### config.mk
export PLATFORM = sky130hd
export DESIGN_NAME = integer_to_radix_digits
export DESIGN_NICKNAME = d
export VERILOG_FILES = /design/src/hw/rtl/itrd_pkg.sv /design/src/hw/rtl/itrd_ram.sv /design/src/hw/rtl/itrd_front.sv /design/src/hw/rtl/itrd_back.sv /design/src/hw/rtl/integer_to_radix_digits.sv
export SDC_FILE = /design/constraint.sdc
export NUM_CORES = 1
export LEC_CHECK = 0
export BUFFER_PORTS_ARGS = -buffer_cell sky130_fd_sc_hd__buf_2
export CAP_MARGIN = 5
export CORE_MARGIN = 3
export CORE_UTILIZATION = 30
export CTS_CLUSTER_DIAMETER = 200
export DETAILED_ROUTE_END_ITERATION = 7
export PLACE_DENSITY = 0.54
export SLEW_MARGIN = 5
export SYNTH_ARGS = -nofsm -noshare
export SYNTH_HDL_FRONTEND = slang
export SYNTH_SLANG_ARGS = --single-unit
### constraint.sdc
create_clock -name i_clk -period 12.5 [get_ports i_clk]
set_input_delay 0.625 -clock i_clk [delete_from_list [all_inputs] [get_ports i_clk]]
set_output_delay 0.625 -clock i_clk [all_outputs]
set_load 0.02 [all_outputs]
### src/hw/rtl/itrd_pkg.sv
// ----------------------------------------------------------------------------
// itrd_pkg: shared types and constants for the integer to radix digits block
// Holds character codes, radix limits, the job control struct and the digit
// to ASCII mapping used by the back end.
// ----------------------------------------------------------------------------
package itrd_pkg;

    localparam int RADIX_W  = 5;
    localparam int DIGIT_W  = 4;
    localparam int CHAR_W   = 7;
    // quotient bits resolved per divider cycle
    localparam int DIV_STEP = 8;

    localparam logic [RADIX_W-1:0] RADIX_RESET   = 5'd10;
    localparam logic [RADIX_W-1:0] RADIX_MIN     = 5'd2;
    localparam logic [RADIX_W-1:0] RADIX_MAX     = 5'd16;
    localparam logic [RADIX_W-1:0] RADIX_DECIMAL = 5'd10;

    localparam logic [CHAR_W-1:0]  CH_ZERO     = 7'd48;
    localparam logic [CHAR_W-1:0]  CH_LETTER_A = 7'd97;
    localparam logic [CHAR_W-1:0]  CH_MINUS    = 7'd45;
    localparam logic [DIGIT_W-1:0] DIGIT_TEN   = 4'd10;

    // per-job control carried alongside the magnitude
    typedef struct packed {
        logic               minus;
        logic [RADIX_W-1:0] base;
    } t_job_ctl;

    // digit 0..15 to ASCII, lower-case letters above nine
    function automatic logic [CHAR_W-1:0] digit_char(input logic [DIGIT_W-1:0] d);
        logic [CHAR_W-1:0] c;
        if (d >= DIGIT_TEN) begin
            c = CH_LETTER_A + CHAR_W'(d - DIGIT_TEN);
        end else begin
            c = CH_ZERO + CHAR_W'(d);
        end
        return c;
    endfunction

endpackage

### src/hw/rtl/itrd_ram.sv
// ----------------------------------------------------------------------------
// itrd_ram: generic single-write, single-read RAM
// One write port and one read port with a registered, enabled read.
// ----------------------------------------------------------------------------
module itrd_ram #(
    parameter int WIDTH = 4,
    parameter int DEPTH = 32
) (
    input  logic                     i_clk,
    input  logic                     i_we,
    input  logic [$clog2(DEPTH)-1:0] i_waddr,
    input  logic [WIDTH-1:0]         i_wdata,
    input  logic                     i_re,
    input  logic [$clog2(DEPTH)-1:0] i_raddr,
    output logic [WIDTH-1:0]         o_rdata
);

    logic [WIDTH-1:0] r_mem [DEPTH];
    logic [WIDTH-1:0] r_rdata;

    always_ff @(posedge i_clk) begin
        if (i_we) begin
            r_mem[i_waddr] <= i_wdata;
        end
        if (i_re) begin
            r_rdata <= r_mem[i_raddr];
        end
    end

    assign o_rdata = r_rdata;

endmodule

### src/hw/rtl/itrd_front.sv
// ----------------------------------------------------------------------------
// itrd_front: input side of the converter
// Holds the radix register, turns each accepted word into a magnitude plus
// sign/radix control, and buffers jobs in a two-entry queue for the back end.
// ----------------------------------------------------------------------------
module itrd_front #(
    parameter int VALUE_WIDTH = 32
) (
    input  logic                                 i_clk,
    input  logic                                 i_rst_n,
    input  logic                                 i_cfg_we,
    input  logic [itrd_pkg::RADIX_W-1:0]         i_cfg_data,
    input  logic                                 i_push,
    input  logic signed [VALUE_WIDTH-1:0]        i_value,
    output logic                                 o_full,
    output logic                                 o_job_valid,
    input  logic                                 i_job_ready,
    output logic [VALUE_WIDTH-1:0]               o_job_mag,
    output itrd_pkg::t_job_ctl                   o_job_ctl
);

    logic [itrd_pkg::RADIX_W-1:0] r_radix;
    logic [itrd_pkg::RADIX_W-1:0] eff_radix;
    logic                         negative;
    logic [VALUE_WIDTH-1:0]       mag;
    itrd_pkg::t_job_ctl           ctl;

    logic [VALUE_WIDTH-1:0] r_mag [2];
    itrd_pkg::t_job_ctl     r_ctl [2];
    logic                   r_wptr;
    logic                   r_rptr;
    logic [1:0]             r_count;
    logic                   do_push;
    logic                   do_pop;

    // radix register
    always_ff @(posedge i_clk) begin
        if (!i_rst_n) begin
            r_radix <= itrd_pkg::RADIX_RESET;
        end else if (i_cfg_we) begin
            r_radix <= i_cfg_data;
        end
    end

    // clamp radix and classify the word
    always_comb begin
        if (r_radix < itrd_pkg::RADIX_MIN) begin
            eff_radix = itrd_pkg::RADIX_MIN;
        end else if (r_radix > itrd_pkg::RADIX_MAX) begin
            eff_radix = itrd_pkg::RADIX_MAX;
        end else begin
            eff_radix = r_radix;
        end
        negative  = i_value[VALUE_WIDTH-1];
        // most negative value wraps to 2^(W-1) as unsigned, which is right
        mag       = negative ? (~i_value + 1'b1) : i_value;
        ctl.minus = negative && (eff_radix == itrd_pkg::RADIX_DECIMAL);
        ctl.base  = eff_radix;
    end

    // two-entry job queue
    assign o_full   = (r_count == 2'd2);
    assign do_push  = i_push && !o_full;
    assign do_pop   = o_job_valid && i_job_ready;

    always_ff @(posedge i_clk) begin
        if (do_push) begin
            r_mag[r_wptr] <= mag;
            r_ctl[r_wptr] <= ctl;
        end
    end

    always_ff @(posedge i_clk) begin
        if (!i_rst_n) begin
            r_wptr  <= 1'b0;
            r_rptr  <= 1'b0;
            r_count <= 2'd0;
        end else begin
            if (do_push) begin
                r_wptr <= ~r_wptr;
            end
            if (do_pop) begin
                r_rptr <= ~r_rptr;
            end
            if (do_push && !do_pop) begin
                r_count <= r_count + 2'd1;
            end else if (do_pop && !do_push) begin
                r_count <= r_count - 2'd1;
            end
        end
    end

    assign o_job_valid = (r_count != 2'd0);
    assign o_job_mag   = r_mag[r_rptr];
    assign o_job_ctl   = r_ctl[r_rptr];

endmodule

### src/hw/rtl/itrd_back.sv
// ----------------------------------------------------------------------------
// itrd_back: digit generation and character output
// Divides the magnitude by the radix one digit at a time (DIV_STEP quotient
// bits a cycle), stores digits least significant first, then replays them
// most significant first through a one-word output register.
// ----------------------------------------------------------------------------
module itrd_back #(
    parameter int VALUE_WIDTH = 32
) (
    input  logic                          i_clk,
    input  logic                          i_rst_n,
    input  logic                          i_job_valid,
    output logic                          o_job_ready,
    input  logic [VALUE_WIDTH-1:0]        i_job_mag,
    input  itrd_pkg::t_job_ctl            i_job_ctl,
    output logic                          o_empty,
    input  logic                          i_pop,
    output logic [itrd_pkg::CHAR_W-1:0]   o_char_code,
    output logic                          o_last_char
);

    localparam int STEP   = itrd_pkg::DIV_STEP;
    localparam int NCH    = (VALUE_WIDTH + STEP - 1) / STEP;
    localparam int PAD_W  = NCH * STEP;
    localparam int CHK_W  = (NCH > 1) ? $clog2(NCH) : 1;
    localparam int ADDR_W = $clog2(VALUE_WIDTH);
    localparam logic [CHK_W-1:0] CHK_LAST = CHK_W'(NCH - 1);

    localparam logic [2:0] S_IDLE = 3'd0;
    localparam logic [2:0] S_DIV  = 3'd1;
    localparam logic [2:0] S_SIGN = 3'd2;
    localparam logic [2:0] S_RD   = 3'd3;
    localparam logic [2:0] S_WR   = 3'd4;

    logic [2:0]                    r_state, n_state;
    logic [PAD_W-1:0]              r_work, n_work;
    logic [itrd_pkg::DIGIT_W-1:0]  r_rem, n_rem;
    logic [CHK_W-1:0]              r_chunk, n_chunk;
    logic [ADDR_W-1:0]             r_idx, n_idx;
    logic                          r_minus, n_minus;
    logic [itrd_pkg::RADIX_W-1:0]  r_base, n_base;
    logic                          r_out_valid, n_out_valid;
    logic [itrd_pkg::CHAR_W-1:0]   r_out_char, n_out_char;
    logic                          r_out_last, n_out_last;

    logic [STEP-1:0]               q_bits;
    logic [itrd_pkg::DIGIT_W-1:0]  step_rem;
    logic [PAD_W-1:0]              step_work;
    logic                          out_free;
    logic                          ram_we;
    logic                          ram_re;
    logic [itrd_pkg::DIGIT_W-1:0]  ram_rdata;

    // one divider cycle: STEP restoring steps on a 5-bit partial remainder
    always_comb begin
        logic [itrd_pkg::RADIX_W-1:0] t5;
        logic [itrd_pkg::DIGIT_W-1:0] t_rem;
        t_rem  = r_rem;
        q_bits = '0;
        for (int i = 0; i < STEP; i++) begin
            t5 = {t_rem, r_work[PAD_W-1-i]};
            if (t5 >= r_base) begin
                q_bits[STEP-1-i] = 1'b1;
                t5 = t5 - r_base;
            end
            t_rem = t5[itrd_pkg::DIGIT_W-1:0];
        end
        step_rem  = t_rem;
        step_work = (r_work << STEP) | PAD_W'(q_bits);
    end

    assign out_free = !r_out_valid || i_pop;
    assign ram_we   = (r_state == S_DIV) && (r_chunk == CHK_LAST);
    assign ram_re   = (r_state == S_RD);

    // sequencer
    always_comb begin
        n_state     = r_state;
        n_work      = r_work;
        n_rem       = r_rem;
        n_chunk     = r_chunk;
        n_idx       = r_idx;
        n_minus     = r_minus;
        n_base      = r_base;
        n_out_valid = r_out_valid && !i_pop;
        n_out_char  = r_out_char;
        n_out_last  = r_out_last;
        o_job_ready = 1'b0;
        unique case (r_state)
            S_IDLE: begin
                o_job_ready = 1'b1;
                if (i_job_valid) begin
                    n_work  = PAD_W'(i_job_mag);
                    n_minus = i_job_ctl.minus;
                    n_base  = i_job_ctl.base;
                    n_rem   = '0;
                    n_chunk = '0;
                    n_idx   = '0;
                    n_state = S_DIV;
                end
            end
            S_DIV: begin
                n_work = step_work;
                n_rem  = step_rem;
                if (r_chunk == CHK_LAST) begin
                    // digit done, written to RAM this cycle
                    n_rem   = '0;
                    n_chunk = '0;
                    if (step_work == '0) begin
                        n_state = r_minus ? S_SIGN : S_RD;
                    end else begin
                        n_idx = r_idx + 1'b1;
                    end
                end else begin
                    n_chunk = r_chunk + 1'b1;
                end
            end
            S_SIGN: begin
                if (out_free) begin
                    n_out_valid = 1'b1;
                    n_out_char  = itrd_pkg::CH_MINUS;
                    n_out_last  = 1'b0;
                    n_state     = S_RD;
                end
            end
            S_RD: begin
                n_state = S_WR;
            end
            S_WR: begin
                if (out_free) begin
                    n_out_valid = 1'b1;
                    n_out_char  = itrd_pkg::digit_char(ram_rdata);
                    n_out_last  = (r_idx == '0);
                    if (r_idx == '0) begin
                        n_state = S_IDLE;
                    end else begin
                        n_idx   = r_idx - 1'b1;
                        n_state = S_RD;
                    end
                end
            end
            default: begin
                n_state = S_IDLE;
            end
        endcase
    end

    // control registers
    always_ff @(posedge i_clk) begin
        if (!i_rst_n) begin
            r_state     <= S_IDLE;
            r_out_valid <= 1'b0;
            r_chunk     <= '0;
            r_idx       <= '0;
        end else begin
            r_state     <= n_state;
            r_out_valid <= n_out_valid;
            r_chunk     <= n_chunk;
            r_idx       <= n_idx;
        end
    end

    // payload registers
    always_ff @(posedge i_clk) begin
        r_work     <= n_work;
        r_rem      <= n_rem;
        r_minus    <= n_minus;
        r_base     <= n_base;
        r_out_char <= n_out_char;
        r_out_last <= n_out_last;
    end

    // digit store
    itrd_ram #(
        .WIDTH (itrd_pkg::DIGIT_W),
        .DEPTH (VALUE_WIDTH)
    ) u_digits (
        .i_clk   (i_clk),
        .i_we    (ram_we),
        .i_waddr (r_idx),
        .i_wdata (step_rem),
        .i_re    (ram_re),
        .i_raddr (r_idx),
        .o_rdata (ram_rdata)
    );

    assign o_empty     = !r_out_valid;
    assign o_char_code = r_out_char;
    assign o_last_char = r_out_last;

endmodule

### src/hw/rtl/integer_to_radix_digits.sv
// ----------------------------------------------------------------------------
// integer_to_radix_digits: signed integer to ASCII text in radix 2 to 16
// Queue-style ports on both sides, one radix register, one character per
// output word with a flag on the final character.
// ----------------------------------------------------------------------------
// Each pushed word is converted to ASCII digits, most significant first,
// lower-case a-f above nine, a single '0' for zero, and a leading '-' only
// for negative values in radix 10; last_char marks the final character. The
// radix register (reset 10) clamps values below 2 to 2 and above 16 to 16
// and should be written only while no conversion is in flight. The front end
// buffers up to two words while the back end works. The back end divides by
// the radix at 8 quotient bits per cycle, one digit at a time, and each
// character is then read back through the digit RAM's registered read
// (S_RD, then S_WR, which waits until the output word is free).
// ----------------------------------------------------------------------------
module integer_to_radix_digits #(
    parameter int VALUE_WIDTH = 32
) (
    input  logic                               i_clk,
    input  logic                               i_rst_n,
    input  logic                               i_cfg_we,
    input  logic [itrd_pkg::RADIX_W-1:0]       i_cfg_data,
    input  logic                               i_push,
    input  logic signed [VALUE_WIDTH-1:0]      i_value,
    output logic                               o_full,
    output logic                               o_empty,
    input  logic                               i_pop,
    output logic [itrd_pkg::CHAR_W-1:0]        o_char_code,
    output logic                               o_last_char
);

    logic                   job_valid;
    logic                   job_ready;
    logic [VALUE_WIDTH-1:0] job_mag;
    itrd_pkg::t_job_ctl     job_ctl;

    itrd_front #(
        .VALUE_WIDTH (VALUE_WIDTH)
    ) u_front (
        .i_clk       (i_clk),
        .i_rst_n     (i_rst_n),
        .i_cfg_we    (i_cfg_we),
        .i_cfg_data  (i_cfg_data),
        .i_push      (i_push),
        .i_value     (i_value),
        .o_full      (o_full),
        .o_job_valid (job_valid),
        .i_job_ready (job_ready),
        .o_job_mag   (job_mag),
        .o_job_ctl   (job_ctl)
    );

    itrd_back #(
        .VALUE_WIDTH (VALUE_WIDTH)
    ) u_back (
        .i_clk       (i_clk),
        .i_rst_n     (i_rst_n),
        .i_job_valid (job_valid),
        .o_job_ready (job_ready),
        .i_job_mag   (job_mag),
        .i_job_ctl   (job_ctl),
        .o_empty     (o_empty),
        .i_pop       (i_pop),
        .o_char_code (o_char_code),
        .o_last_char (o_last_char)
    );

endmodule
==> results.txt, run 1 <==
----------------------------------------------------
[Setup path]
  Crit path DAT ... 11,660 ps
  WP data required ... 12,790 ps
  CP max-delay cell ... sky130_fd_sc_hd__mux2_2
  Worst R2R Path Depth ... 43
  Category of the worst setup path launch point ... register
  Most prevalent standard cell on the critical path ... sky130_fd_sc_hd__ha_1
  Number of buffer and inverter instances along the worst setup path ... 3
  Critical Path Fanout Max ... 33
  Worst setup path category ... reg -> reg
  Register-to-Register Setup Slack ... approximately 1100 ps
  Endpoint of the lowest-slack register-to-register path ... u_back.r_rem[1]$_SDFFCE_PP0P_
  Beginning of the worst register-to-register path ... u_back.r_base[0]$_DFFE_PP_
  Crit-path leading delay family ... compound AO/OA/AOI/OAI gates
  Crit-path max cell delay ... around 650 ps
  Endpoint type of the worst setup path ... register

[Placement]
  Gp weighted congestion ... around 0.79
  Detailed-placement wirelength estimate ... between 15 and 20 mm
  Placed cell area ... ~14,000 um2
  Number of buffers added on ports ... 51

[Logic synthesis]
  Number of synthesis warnings ... 0
  Post-synth design cell area ... ~13,000 um2
  Synth cell types ... 66
  Net count after synthesis ... between 1,000 and 1,500
  Sequential share of the synthesized area ... slightly above 60%
  Post-Syn Instances ... slightly below 1,000
  Count leader, synth ... sky130_fd_sc_hd__edfxtp_1
  Most common flop cell mapped by yosys ... sky130_fd_sc_hd__edfxtp_1
  Synth top cells by count ... 258 x sky130_fd_sc_hd__edfxtp_1, 75 x sky130_fd_sc_hd__nand2_1, 60 x sky130_fd_sc_hd__nor2_1
  Register bit total from synthesis ... ~280
  Proportion of synthesized flip-flops having asynchronous set or reset ... 0%
  Mean post-synth cell area ... about 14 um2
  Post-synth top area cell ... sky130_fd_sc_hd__edfxtp_1
  Main area contributors after synthesis ... sky130_fd_sc_hd__edfxtp_1 57%, sky130_fd_sc_hd__mux4_2 5.3%, sky130_fd_sc_hd__ha_1 4.7%, sky130_fd_sc_hd__mux2i_1 3.4%, sky130_fd_sc_hd__dfxtp_1 3.1%
  Fraction of synthesized cell area taken by the top area cell type ... 57.5%
  Number of enable-type register cells in the synthesized netlist ... roughly 260

[STA]
  Final setup violation count ... 0
  Time the worst path needs with I/O delays and setup ... ~11,000 ps
  Setup clock skew after layout ... about 11 ps
  Setup repair after global routing missed its margin ... no
  Relative slew slack ... 30.6%
  Maximum clock rate ... 88.0 MHz
  Endpoints failing hold ... 0
  Final-layout setup total negative slack ... 0 ps
  Final slew viol count ... 0
  Fraction of the cycle the final worst path needs ... about 90%
  Least-Margin Pin Slew ... 1040 ps
  Fin Hold WS ... roughly 300 ps

[Floorplanning]
  Initial core utilization ... 30.4%
  Floorplan die area ... ~48,000 um2
  Core outline area ... approximately 44,000 um2
  Horizontal extent of the die ... between 200 and 250 um
  Vert. Die Dim ... roughly 220 um
  Placement row count ... 77
  Boundary Pins ... 52

[Routing]
  Iteration-0 DRC count of the detailed router ... 541
  DRC Markers ... 0
  DR vias/cell ... between 4 and 5
  Antenna Nets Post-Route ... 0
  Vias after detailed routing ... slightly below 8,000
  DRT Pass-1 Iters ... 4
  DR WL/cell ... between 15 and 20 um
  Final wirelength ... between 20 and 30 mm

[Global route]
  Gr usage total ... between 10 and 15%
  Via count of the first global-routing pass ... about 8,000
  Grt ovf ... 0
  First-pass GRT wire length ... 45.4 mm
  Global-route track usage on met3 ... 1.78%
  Antenna violations before repair ... 6
  Gr busiest metal ... met2
  Routing usage on met1 ... between 10% and 20%
  GRT met2 Usage ... about a fifth
  Largest net degree at the start of global routing ... 64

[Clocking]
  Total of hold buffers inserted after clock tree synthesis ... 0
  Clock tree from TritonCTS ... done
  Sinks on the clock net ... 279
  Post-CTS clock slew at the launch and capture registers of the worst setup and hold paths ... 60 ps
  Maximum count of clock buffers along a single path ... 3
  Count of H-tree levels built during CTS ... 1
  Number of CTS-inserted buffers ... 28
  Clock latency reported for the late side of the worst-skew pair ... ~540 ps
  Root cell of the clock tree ... sky130_fd_sc_hd__clkbuf_16

[Job]
  Count of maximum capacitance violations ... 0

[Run status]
  Outcome ... complete, no violations

[Hold path]
  Startpoint of the most critical hold path ... i_cfg_data[1]
  Cell count of the worst hold path ... 3
  Hold/Removal Path Class ... in -> reg
  Worst Hold Path EP ... u_front.r_radix[1]$_SDFFE_PN1P_

[Final layout]
  Post-synthesis to final-layout area growth ... 13.8%
  Fin nets ... around 1,100
  Layout cell share with drive strength beyond 1 ... 16.4%
  Fillcell total ... roughly 4,300
  Final design utilization ... between 30% and 40%
  Final std cell area, no fill ... between 15,000 and 20,000 um2

----------------------------------------------------
[cell usage in the layout (no fill, tap or decap), types with 14 or more instances in the layout]
cell type / Yosys / final
sky130_fd_sc_hd__o21ai_0: 54 / 53
sky130_fd_sc_hd__dfxtp_1: 21 / 19
sky130_fd_sc_hd__inv_1: 53 / 53
sky130_fd_sc_hd__nor2_1: 60 / 59
sky130_fd_sc_hd__ha_1: 51 / 51
sky130_fd_sc_hd__buf_2: 4 / 51
sky130_fd_sc_hd__mux4_2: 32 / 32
sky130_fd_sc_hd__nand2_1: 75 / 75
sky130_fd_sc_hd__mux2_2: 19 / 19
sky130_fd_sc_hd__clkbuf_16: 0 / 29
sky130_fd_sc_hd__mux2i_1: 46 / 46
sky130_fd_sc_hd__a21o_1: 15 / 15
sky130_fd_sc_hd__xnor2_1: 44 / 44
sky130_fd_sc_hd__a21oi_1: 36 / 35
sky130_fd_sc_hd__edfxtp_1: 258 / 258
sky130_fd_sc_hd__nand2b_1: 14 / 14
[layout make-up]
type | instances | area [um2] | share of cell area [%]
multi-input cells | 620 | 4980 | 32.5
clock buffers | 37 | 756 | 4.93
diodes | 3 | 7.51 | 0.0490
repair buffers | 64 | 365 | 2.38
clock inverters | 13 | 111 | 0.726
well taps | 592 | 741 | 4.83
inverters | 54 | 203 | 1.32
flip-flops and latches | 279 | 8170 | 53.3
[cell families (layout without fill, tap and decap cells)]
family / Yosys count / in the layout / share of synthesized area, %
other: 0 / 3 / 0
AOI/OAI and AO/OA: 175 / 175 / 8.18
adders and majority gates: 60 / 60 / 6.07
muxes: 97 / 97 / 10.3
buffers and inverters: 89 / 168 / 2.66
xor gates and xnor gates: 53 / 53 / 3.44
and+or+nand+nor: 235 / 235 / 8.71
DFF: 279 / 279 / 60.6
[worst reg2reg max path, delay by kind of cell, from the launching register on]
family          cells  cell delay (ps)
compound gates     22             4920
fa+ha+maj           8             2490
simple gates        5              710
flops               1              570
buf+inv             3              330
mux                 5             2100
[worst max path at each step]
stage                               startpoint                               endpoint  slack (ps)  depth (start not counted)
finish              u_back.r_base[0]$_DFFE_PP_          u_back.r_rem[1]$_SDFFCE_PP0P_        1130                         43
global route        u_back.r_base[0]$_DFFE_PP_           u_back.r_idx[2]$_SDFFE_PN0P_         100                         47
CTS                 u_back.r_base[1]$_DFFE_PP_          u_back.r_rem[3]$_SDFFCE_PP0P_         670                         42
detailed placement  u_back.r_base[1]$_DFFE_PP_          u_back.r_rem[3]$_SDFFCE_PP0P_         720                         42
global placement    u_back.r_base[1]$_DFFE_PP_          u_back.r_rem[1]$_SDFFCE_PP0P_        1060                         41
floorplan           u_back.r_base[1]$_DFFE_PP_  u_back.u_digits.r_mem[0][0]$_DFFE_PP_        1600                         41
[metrics by stage]
step | instances | setup slack (ps)
CTS | 1655 | 672
finish | 1662 | 1130
floorplan | 988 | 1600
detailed placement | 1605 | 720
global route | 1661 | 103
global placement | 1605 | 1060
[sequential cells by signal, indices dropped and copies added (netlist names), 2 cells and up, named ones only]
signal	cells
u_front.r_count	2
u_front.r_mag	64
u_back.r_work	32
u_back.u_digits.o_rdata	4
u_front.r_ctl	12
u_back.r_chunk	2
u_front.r_radix	5
u_back.o_char_code	7
u_back.r_rem	4
u_back.r_state	3
u_back.r_idx	5
u_back.u_digits.r_mem	128
u_back.r_base	5
[per-layer routing]
metal	vias to the layer above	share of wire, %
met1	3840	45
li1	3853	-
met2	124	48
met4	8	2.7
met3	53	3.8
met5	-	0.13
[what timing repair did]
item,CTS,global route
setup buffers,0,4
gates resized for setup,0,4
setup endpoints to repair,0,138
Power of run 1 is left out: the tool's default activity adds up to more than one toggle a clock period on the data nets, which glitch-free logic cannot reach.
==> run 2, diff against run 1 <==
Settings changed: CORE_UTILIZATION 30 to 41, PLACE_DENSITY 0.54 to 0.66.
==> results.txt, run 2 (synthesized netlist as in run 1, its figures left out) <==
----------------------------------------------------
[Run status]
  Outcome ... complete, no violations (unchanged)

[Hold path]
  Startpoint of the most critical hold path ... i_cfg_data[3] (was i_cfg_data[1])
  Cell count of the worst hold path ... 3 (unchanged)
  Hold/Removal Path Class ... in -> reg (unchanged)

[Global route]
  Largest net degree at the start of global routing ... 75 (was 64)
  Via count of the first global-routing pass ... 7,909 (was 8,135)
  Grt ovf ... 0 (unchanged)
  Antenna violations before repair ... 1 (was 6)
  First-pass GRT wire length ... 42.4 mm (was 45.4 mm)
  Gr usage total ... 15.0% (was 12.1%)

[Setup path]
  Crit path DAT ... 11,800 ps (was 11,660 ps)
  Worst setup path category ... reg -> reg (unchanged)
  CP max-delay cell ... sky130_fd_sc_hd__edfxtp_1 (was sky130_fd_sc_hd__mux2_2)
  Critical Path Fanout Max ... 20 (was 33)
  Crit-path max cell delay ... 620 ps (was 650 ps)
  Most prevalent standard cell on the critical path ... sky130_fd_sc_hd__ha_1 (unchanged)
  Endpoint type of the worst setup path ... register (unchanged)
  Number of buffer and inverter instances along the worst setup path ... 6 (was 3)
  Worst setup path start ... u_back.r_base[1]$_DFFE_PP_ (was u_back.r_base[0]$_DFFE_PP_)
  Beginning of the worst register-to-register path ... u_back.r_base[1]$_DFFE_PP_ (was u_back.r_base[0]$_DFFE_PP_)
  Stages on worst setup path ... 45 (was 43)
  Worst R2R Path Depth ... 45 (was 43)
  WP data required ... 12,860 ps (was 12,790 ps)
  Category of the worst setup path launch point ... register (unchanged)
  Crit-path leading delay family ... compound AO/OA/AOI/OAI gates (unchanged)

[Clocking]
  Root cell of the clock tree ... sky130_fd_sc_hd__clkbuf_16 (unchanged)
  Count of buffers added by post-CTS timing repair for setup ... 0 (unchanged)
  Count of H-tree levels built during CTS ... 1 (unchanged)
  Clock latency reported for the late side of the worst-skew pair ... 550 ps (was 540 ps)
  CTS resizes ... 0 (unchanged)
  Maximum count of clock buffers along a single path ... 3 (unchanged)
  Total of hold buffers inserted after clock tree synthesis ... 0 (unchanged)
  Sinks on the clock net ... 279 (unchanged)
  Post-CTS clock slew at the launch and capture registers of the worst setup and hold paths ... 60 ps (about the same)
  Number of CTS-inserted buffers ... 28 (unchanged)
  Clock tree from TritonCTS ... done (unchanged)

[STA]
  Final-layout setup total negative slack ... 0 ps (unchanged)
  Setup clock skew after layout ... 21.5 ps (was 10.9 ps)
  Final slew viol count ... 0 (unchanged)
  Least-Margin Pin Slew ... 1090 ps (was 1040 ps)
  Maximum clock rate ... 87.4 MHz (was 88.0 MHz)
  Setup repair after global routing missed its margin ... no (unchanged)
  Fraction of the cycle the final worst path needs ... 91.5% (was 91.0%)
  Relative slew slack ... 27.6% (was 30.6%)
  Endpoints failing hold ... 0 (unchanged)
  Final setup violation count ... 0 (unchanged)
  Time the worst path needs with I/O delays and setup ... 11,440 ps (was 11,370 ps)

[Placement]
  Placed Cells incl. Taps ... 1,447 (was 1,605)
  Gp weighted congestion ... 0.802 (was 0.789)
  Number of buffers added on ports ... 51 (unchanged)
  Placed cell area ... 14,200 um2 (was 14,400 um2)
  Detailed-placement wirelength estimate ... 18.0 mm (was 19.5 mm)

[Routing]
  DR vias/cell ... 5.27 (was 4.74)
  Vias after detailed routing ... 7,890 (was 7,878)
  Final wirelength ... 26.3 mm (was 28.5 mm)
  DRT Pass-1 Iters ... 4 (unchanged)
  DR WL/cell ... 17.6 um (was 17.2 um)
  Iteration-0 DRC count of the detailed router ... 396 (was 541)
  DRC Markers ... 0 (unchanged)
  Antenna Nets Post-Route ... 0 (unchanged)

[Floorplanning]
  Placement row count ... 65 (was 77)
  Core outline area ... 32,000 um2 (was 44,300 um2)
  Horizontal extent of the die ... 187 um (was 218 um)
  Initial core utilization ... 42.2% (was 30.4%)
  Boundary Pins ... 52 (unchanged)
  Floorplan die area ... 35,100 um2 (was 47,500 um2)
  Vert. Die Dim ... 187 um (was 218 um)

[Job]
  Count of maximum capacitance violations ... 0 (unchanged)

[Final layout]
  Final std cell area, no fill ... 15,100 um2 (was 15,300 um2)
  Fin nets ... 1,144 (was 1,149)
  Registers with the most flip-flops ... u_back.u_digits.r_mem x128, u_front.r_mag x64, u_back.r_work x32 (unchanged)
  Highest-count cells in the layout ignoring fill and taps ... 258 x sky130_fd_sc_hd__edfxtp_1, 75 x sky130_fd_sc_hd__nand2_1, 59 x sky130_fd_sc_hd__nor2_1 (unchanged)
  Diode insertion count for antenna repair ... 0 (was 3)
  Most common cell after layout, fill and taps aside ... sky130_fd_sc_hd__edfxtp_1 (unchanged)
  Max reg flops ... 128 (unchanged)
  Final design utilization ... 47.1% (was 34.6%)
  Post-synthesis to final-layout area growth ... 11.7% (was 13.8%)
  Layout cell share with drive strength beyond 1 ... 15.8% (was 16.4%)
  Reg with most FFs ... u_back.u_digits.r_mem (unchanged)
  Post-layout instance count excluding filler cells ... 1,496 (was 1,662)

----------------------------------------------------
## run 2: cell type report
type / count / area (um2)
clock inverters: 15 / 131
well taps: 435 / 544
flip-flops and latches: 279 / 8170
multi-input cells: 620 / 4980
inverters: 54 / 203
repair buffers: 59 / 315
clock buffers: 34 / 723
fillers: 2780 / 16900
## run 2: worst paths after layout
path | end | slack, ps
worst max register to register | u_back.u_digits.r_mem[4][0]$_DFFE_PP_ | 1060
worst max-delay path | u_back.u_digits.r_mem[4][0]$_DFFE_PP_ | 1060
worst min register to register | u_back.r_chunk[1]$_SDFFE_PN0P_ | 480
worst min-delay path | u_front.r_radix[3]$_SDFFE_PN1P_ | 360
## run 2: routing by layer
layer / global-route usage, % / routed length, um
met1: 21.5 / 12500
met2: 24.5 / 12300
met3: 1.95 / 1120
met4: 3.61 / 385
met5: 0 / 8
## run 2: stage by stage
step                hold WS, ps  worst slack [ps]
floorplan                   458              1600
global placement            466              1190
detailed placement          473               793
CTS                         335               753
global route                374              99.5
finish                      358              1060
## run 2: worst min-delay path: stages
cell and delay [ps]:
sky130_fd_sc_hd__buf_2 100, sky130_fd_sc_hd__mux2i_1 70, sky130_fd_sc_hd__nand2_1 60
Power of run 2 is left out for the same reason.
==> run 3, diff against run 2 <==
Settings changed: ABC_AREA set to 1.
==> results.txt, run 3 <==
----------------------------------------------------
[Floorplanning]
  Placement row count ... 66 (was 65)
  Boundary Pins ... 52 (unchanged)
  Core outline area ... 32,600 um2 (was 32,000 um2)
  Initial core utilization ... 41.7% (was 42.2%)
  Horizontal extent of the die ... 188 um (was 187 um)
  Vert. Die Dim ... 188 um (was 187 um)
  Floorplan die area ... 35,400 um2 (was 35,100 um2)

[Final layout]
  Highest-count cells in the layout ignoring fill and taps ... 258 x sky130_fd_sc_hd__edfxtp_1, 242 x sky130_fd_sc_hd__nand2_1, 150 x sky130_fd_sc_hd__inv_1 (was 258 x sky130_fd_sc_hd__edfxtp_1, 75 x sky130_fd_sc_hd__nand2_1, 59 x sky130_fd_sc_hd__nor2_1)
  Most common cell after layout, fill and taps aside ... sky130_fd_sc_hd__edfxtp_1 (unchanged)
  Registers with the most flip-flops ... u_back.u_digits.r_mem x128, u_front.r_mag x64, u_back.r_work x32 (unchanged)
  Diode insertion count for antenna repair ... 0 (unchanged)
  Post-layout instance count excluding filler cells ... 1,808 (was 1,496)
  Reg with most FFs ... u_back.u_digits.r_mem (unchanged)
  Post-synthesis to final-layout area growth ... 12.2% (was 11.7%)
  Layout cell share with drive strength beyond 1 ... 9.81% (was 15.8%)
  Final design utilization ... 46.8% (was 47.1%)
  Fin nets ... 1,448 (was 1,144)
  Max reg flops ... 128 (unchanged)

[Logic synthesis]
  Register bit total from synthesis ... 279 (unchanged)
  Most common flop cell mapped by yosys ... sky130_fd_sc_hd__edfxtp_1 (unchanged)
  Mean post-synth cell area ... 10.6 um2 (was 13.6 um2)
  Main area contributors after synthesis ... sky130_fd_sc_hd__edfxtp_1 57%, sky130_fd_sc_hd__nand2_1 6.7%, sky130_fd_sc_hd__ha_1 4.7%, sky130_fd_sc_hd__inv_1 4.1%, sky130_fd_sc_hd__a22oi_1 3.6% (was sky130_fd_sc_hd__edfxtp_1 57%, sky130_fd_sc_hd__mux4_2 5.3%, sky130_fd_sc_hd__ha_1 4.7%, sky130_fd_sc_hd__mux2i_1 3.4%, sky130_fd_sc_hd__dfxtp_1 3.1%)
  Post-synth top area cell ... sky130_fd_sc_hd__edfxtp_1 (unchanged)
  Synth top cells by count ... 258 x sky130_fd_sc_hd__edfxtp_1, 242 x sky130_fd_sc_hd__nand2_1, 150 x sky130_fd_sc_hd__inv_1 (was 258 x sky130_fd_sc_hd__edfxtp_1, 75 x sky130_fd_sc_hd__nand2_1, 60 x sky130_fd_sc_hd__nor2_1)
  Post-Syn Instances ... 1,289 (was 988)
  Number of synthesis warnings ... 0 (unchanged)
  Post-synth design cell area ... 13,600 um2 (was 13,500 um2)
  Synth cell types ... 46 (was 66)
  Number of enable-type register cells in the synthesized netlist ... 258 (unchanged)
  Net count after synthesis ... 1,391 (was 1,090)
  Count leader, synth ... sky130_fd_sc_hd__edfxtp_1 (unchanged)
  Sequential share of the synthesized area ... 60.0% (was 60.6%)
  Proportion of synthesized flip-flops having asynchronous set or reset ... 0% (unchanged)
  Fraction of synthesized cell area taken by the top area cell type ... 56.9% (was 57.5%)

[Routing]
  DR WL/cell ... 16.1 um (was 17.6 um)
  Antenna Nets Post-Route ... 0 (unchanged)
  DR vias/cell ... 5.10 (was 5.27)
  Iteration-0 DRC count of the detailed router ... 653 (was 396)
  DRT Pass-1 Iters ... 5 (was 4)
  Final wirelength ... 29.0 mm (was 26.3 mm)
  Vias after detailed routing ... 9,222 (was 7,890)
  DRC Markers ... 0 (unchanged)

[STA]
  Setup clock skew after layout ... 9.74 ps (was 21.5 ps)
  Least-Margin Pin Slew ... 1070 ps (was 1090 ps)
  Endpoints failing hold ... 0 (unchanged)
  Fraction of the cycle the final worst path needs ... 87.0% (was 91.5%)
  Final slew viol count ... 0 (unchanged)
  Final setup violation count ... 0 (unchanged)
  Time the worst path needs with I/O delays and setup ... 10,870 ps (was 11,440 ps)
  Maximum clock rate ... 92.0 MHz (was 87.4 MHz)
  Final-layout setup total negative slack ... 0 ps (unchanged)
  Relative slew slack ... 28.5% (was 27.6%)
  Setup repair after global routing missed its margin ... no (unchanged)

[Global route]
  Grt ovf ... 0 (unchanged)
  Antenna violations before repair ... 0 (was 1)
  Routing usage on met1 ... 20.4% (was 21.5%)
  GRT met2 Usage ... 29.5% (was 24.5%)
  First-pass GRT wire length ... 46.5 mm (was 42.4 mm)
  Gr usage total ... 16.1% (was 15.0%)
  Global-route track usage on met3 ... 1.71% (was 1.95%)
  Via count of the first global-routing pass ... 9,210 (was 7,909)
  Largest net degree at the start of global routing ... 70 (was 75)
  Gr busiest metal ... met2 (unchanged)

[Setup path]
  WP data required ... 12,530 ps (was 12,860 ps)
  Critical Path Fanout Max ... 32 (was 20)
  Endpoint type of the worst setup path ... register (unchanged)
  Crit path DAT ... 10,900 ps (was 11,800 ps)
  Worst setup path category ... reg -> reg (unchanged)
  Most prevalent standard cell on the critical path ... sky130_fd_sc_hd__nand2_1 (was sky130_fd_sc_hd__ha_1)
  Crit-path max cell delay ... 640 ps (was 620 ps)
  Category of the worst setup path launch point ... register (unchanged)
  CP max-delay cell ... sky130_fd_sc_hd__edfxtp_1 (unchanged)

[Clocking]
  Maximum count of clock buffers along a single path ... 3 (unchanged)
  CTS resizes ... 0 (unchanged)
  Total of hold buffers inserted after clock tree synthesis ... 0 (unchanged)
  Root cell of the clock tree ... sky130_fd_sc_hd__clkbuf_16 (unchanged)
  Post-CTS clock slew at the launch and capture registers of the worst setup and hold paths ... 60 ps (about the same)
  Sinks on the clock net ... 279 (unchanged)
  Clock tree from TritonCTS ... done (unchanged)
  Count of H-tree levels built during CTS ... 1 (unchanged)
  Number of CTS-inserted buffers ... 29 (was 28)
  Clock latency reported for the late side of the worst-skew pair ... 550 ps (about the same)
  Count of buffers added by post-CTS timing repair for setup ... 0 (unchanged)

[Placement]
  Number of buffers added on ports ... 51 (unchanged)
  Gp weighted congestion ... 0.859 (was 0.802)
  Placed Cells incl. Taps ... 1,757 (was 1,447)
  Detailed-placement wirelength estimate ... 19.9 mm (was 18.0 mm)

[Hold path]
  Hold/Removal Path Class ... in -> reg (unchanged)

[Job]
  Count of maximum capacitance violations ... 0 (unchanged)

[Run status]
  Outcome ... complete, no violations (unchanged)

----------------------------------------------------
run 3: cell types whose count changed in the layout (fill, tap and decap cells not counted), sizes merged, moves of 27 or more:
cell	before	now
nand3	10	40
a22oi	5	65
nand2	75	246
mux2i	46	8
o21ai	61	103
mux4	32	0
nor2	60	129
a21oi	36	63
inv	53	155
xnor2	44	16
run 3: cells by family (layout without fill, tap and decap cells):
| group | Yosys count | after routing | share of synthesized area (%) |
|---|---|---|---|
| flip-flops | 279 | 279 | 60.0 |
| adder cells (fa/ha/maj) | 60 | 60 | 6.01 |
| multiplexers | 8 | 8 | 0.588 |
| buffers and inverters | 186 | 263 | 5.20 |
| AO/OA/AOI/OAI | 249 | 249 | 10.6 |
| XOR/XNOR | 46 | 46 | 2.96 |
| AND/OR/NAND/NOR | 461 | 461 | 14.6 |
run 3: final timing paths:
kind | startpoint | to | slack (ps) | cells past startpoint
hold reg to reg | u_back.r_chunk[0]$_SDFFE_PN0P_ | u_back.r_chunk[0]$_SDFFE_PN0P_ | 470 | 1
setup / recovery | u_back.r_base[1]$_DFFE_PP_ | u_back.u_digits.r_mem[15][3]$_DFFE_PP_ | 1630 | 60
hold / removal | i_value[0] | u_front.r_mag[0][0]$_DFFE_PP_ | 290 | 1
setup reg to reg | u_back.r_base[1]$_DFFE_PP_ | u_back.u_digits.r_mem[15][3]$_DFFE_PP_ | 1630 | 60
run 3: cell type report:
cell class	instances	area, um2
clock buffers	39	763
clock inverters	12	138
fillers	2990	17300
inverters	156	592
multi-input cells	824	4770
flip-flops and latches	279	8170
well taps	442	553
repair buffers	56	293
run 3: routing by layer:
| layer | share of wire [%] | vias up |
|---|---|---|
| li1 | - | 4590 |
| met1 | 43 | 4373 |
| met2 | 51 | 208 |
| met3 | 3.9 | 51 |
| met4 | 2.5 | 0 |
| met5 | 0 | - |
run 3: worst max-delay path, delay by kind of cell, from the launching register on:
family / cells / cell delay (ps)
AO/OA/AOI/OAI: 7 / 1850
adder cells (fa/ha/maj): 8 / 2570
buffers and inverters: 10 / 1240
flip-flops: 1 / 640
AND/OR/NAND/NOR: 35 / 4040
run 3: metrics by stage:
stage               setup WS [ps]  instance area [um2]  hold slack [ps]
finish                       1630                15300              295
global route                  379                15300              281
CTS                          1630                15300              269
detailed placement           1670                14400              458
global placement             2260                14400              446
floorplan                    3500                13600              432
Power of run 3 is left out for the same reason.
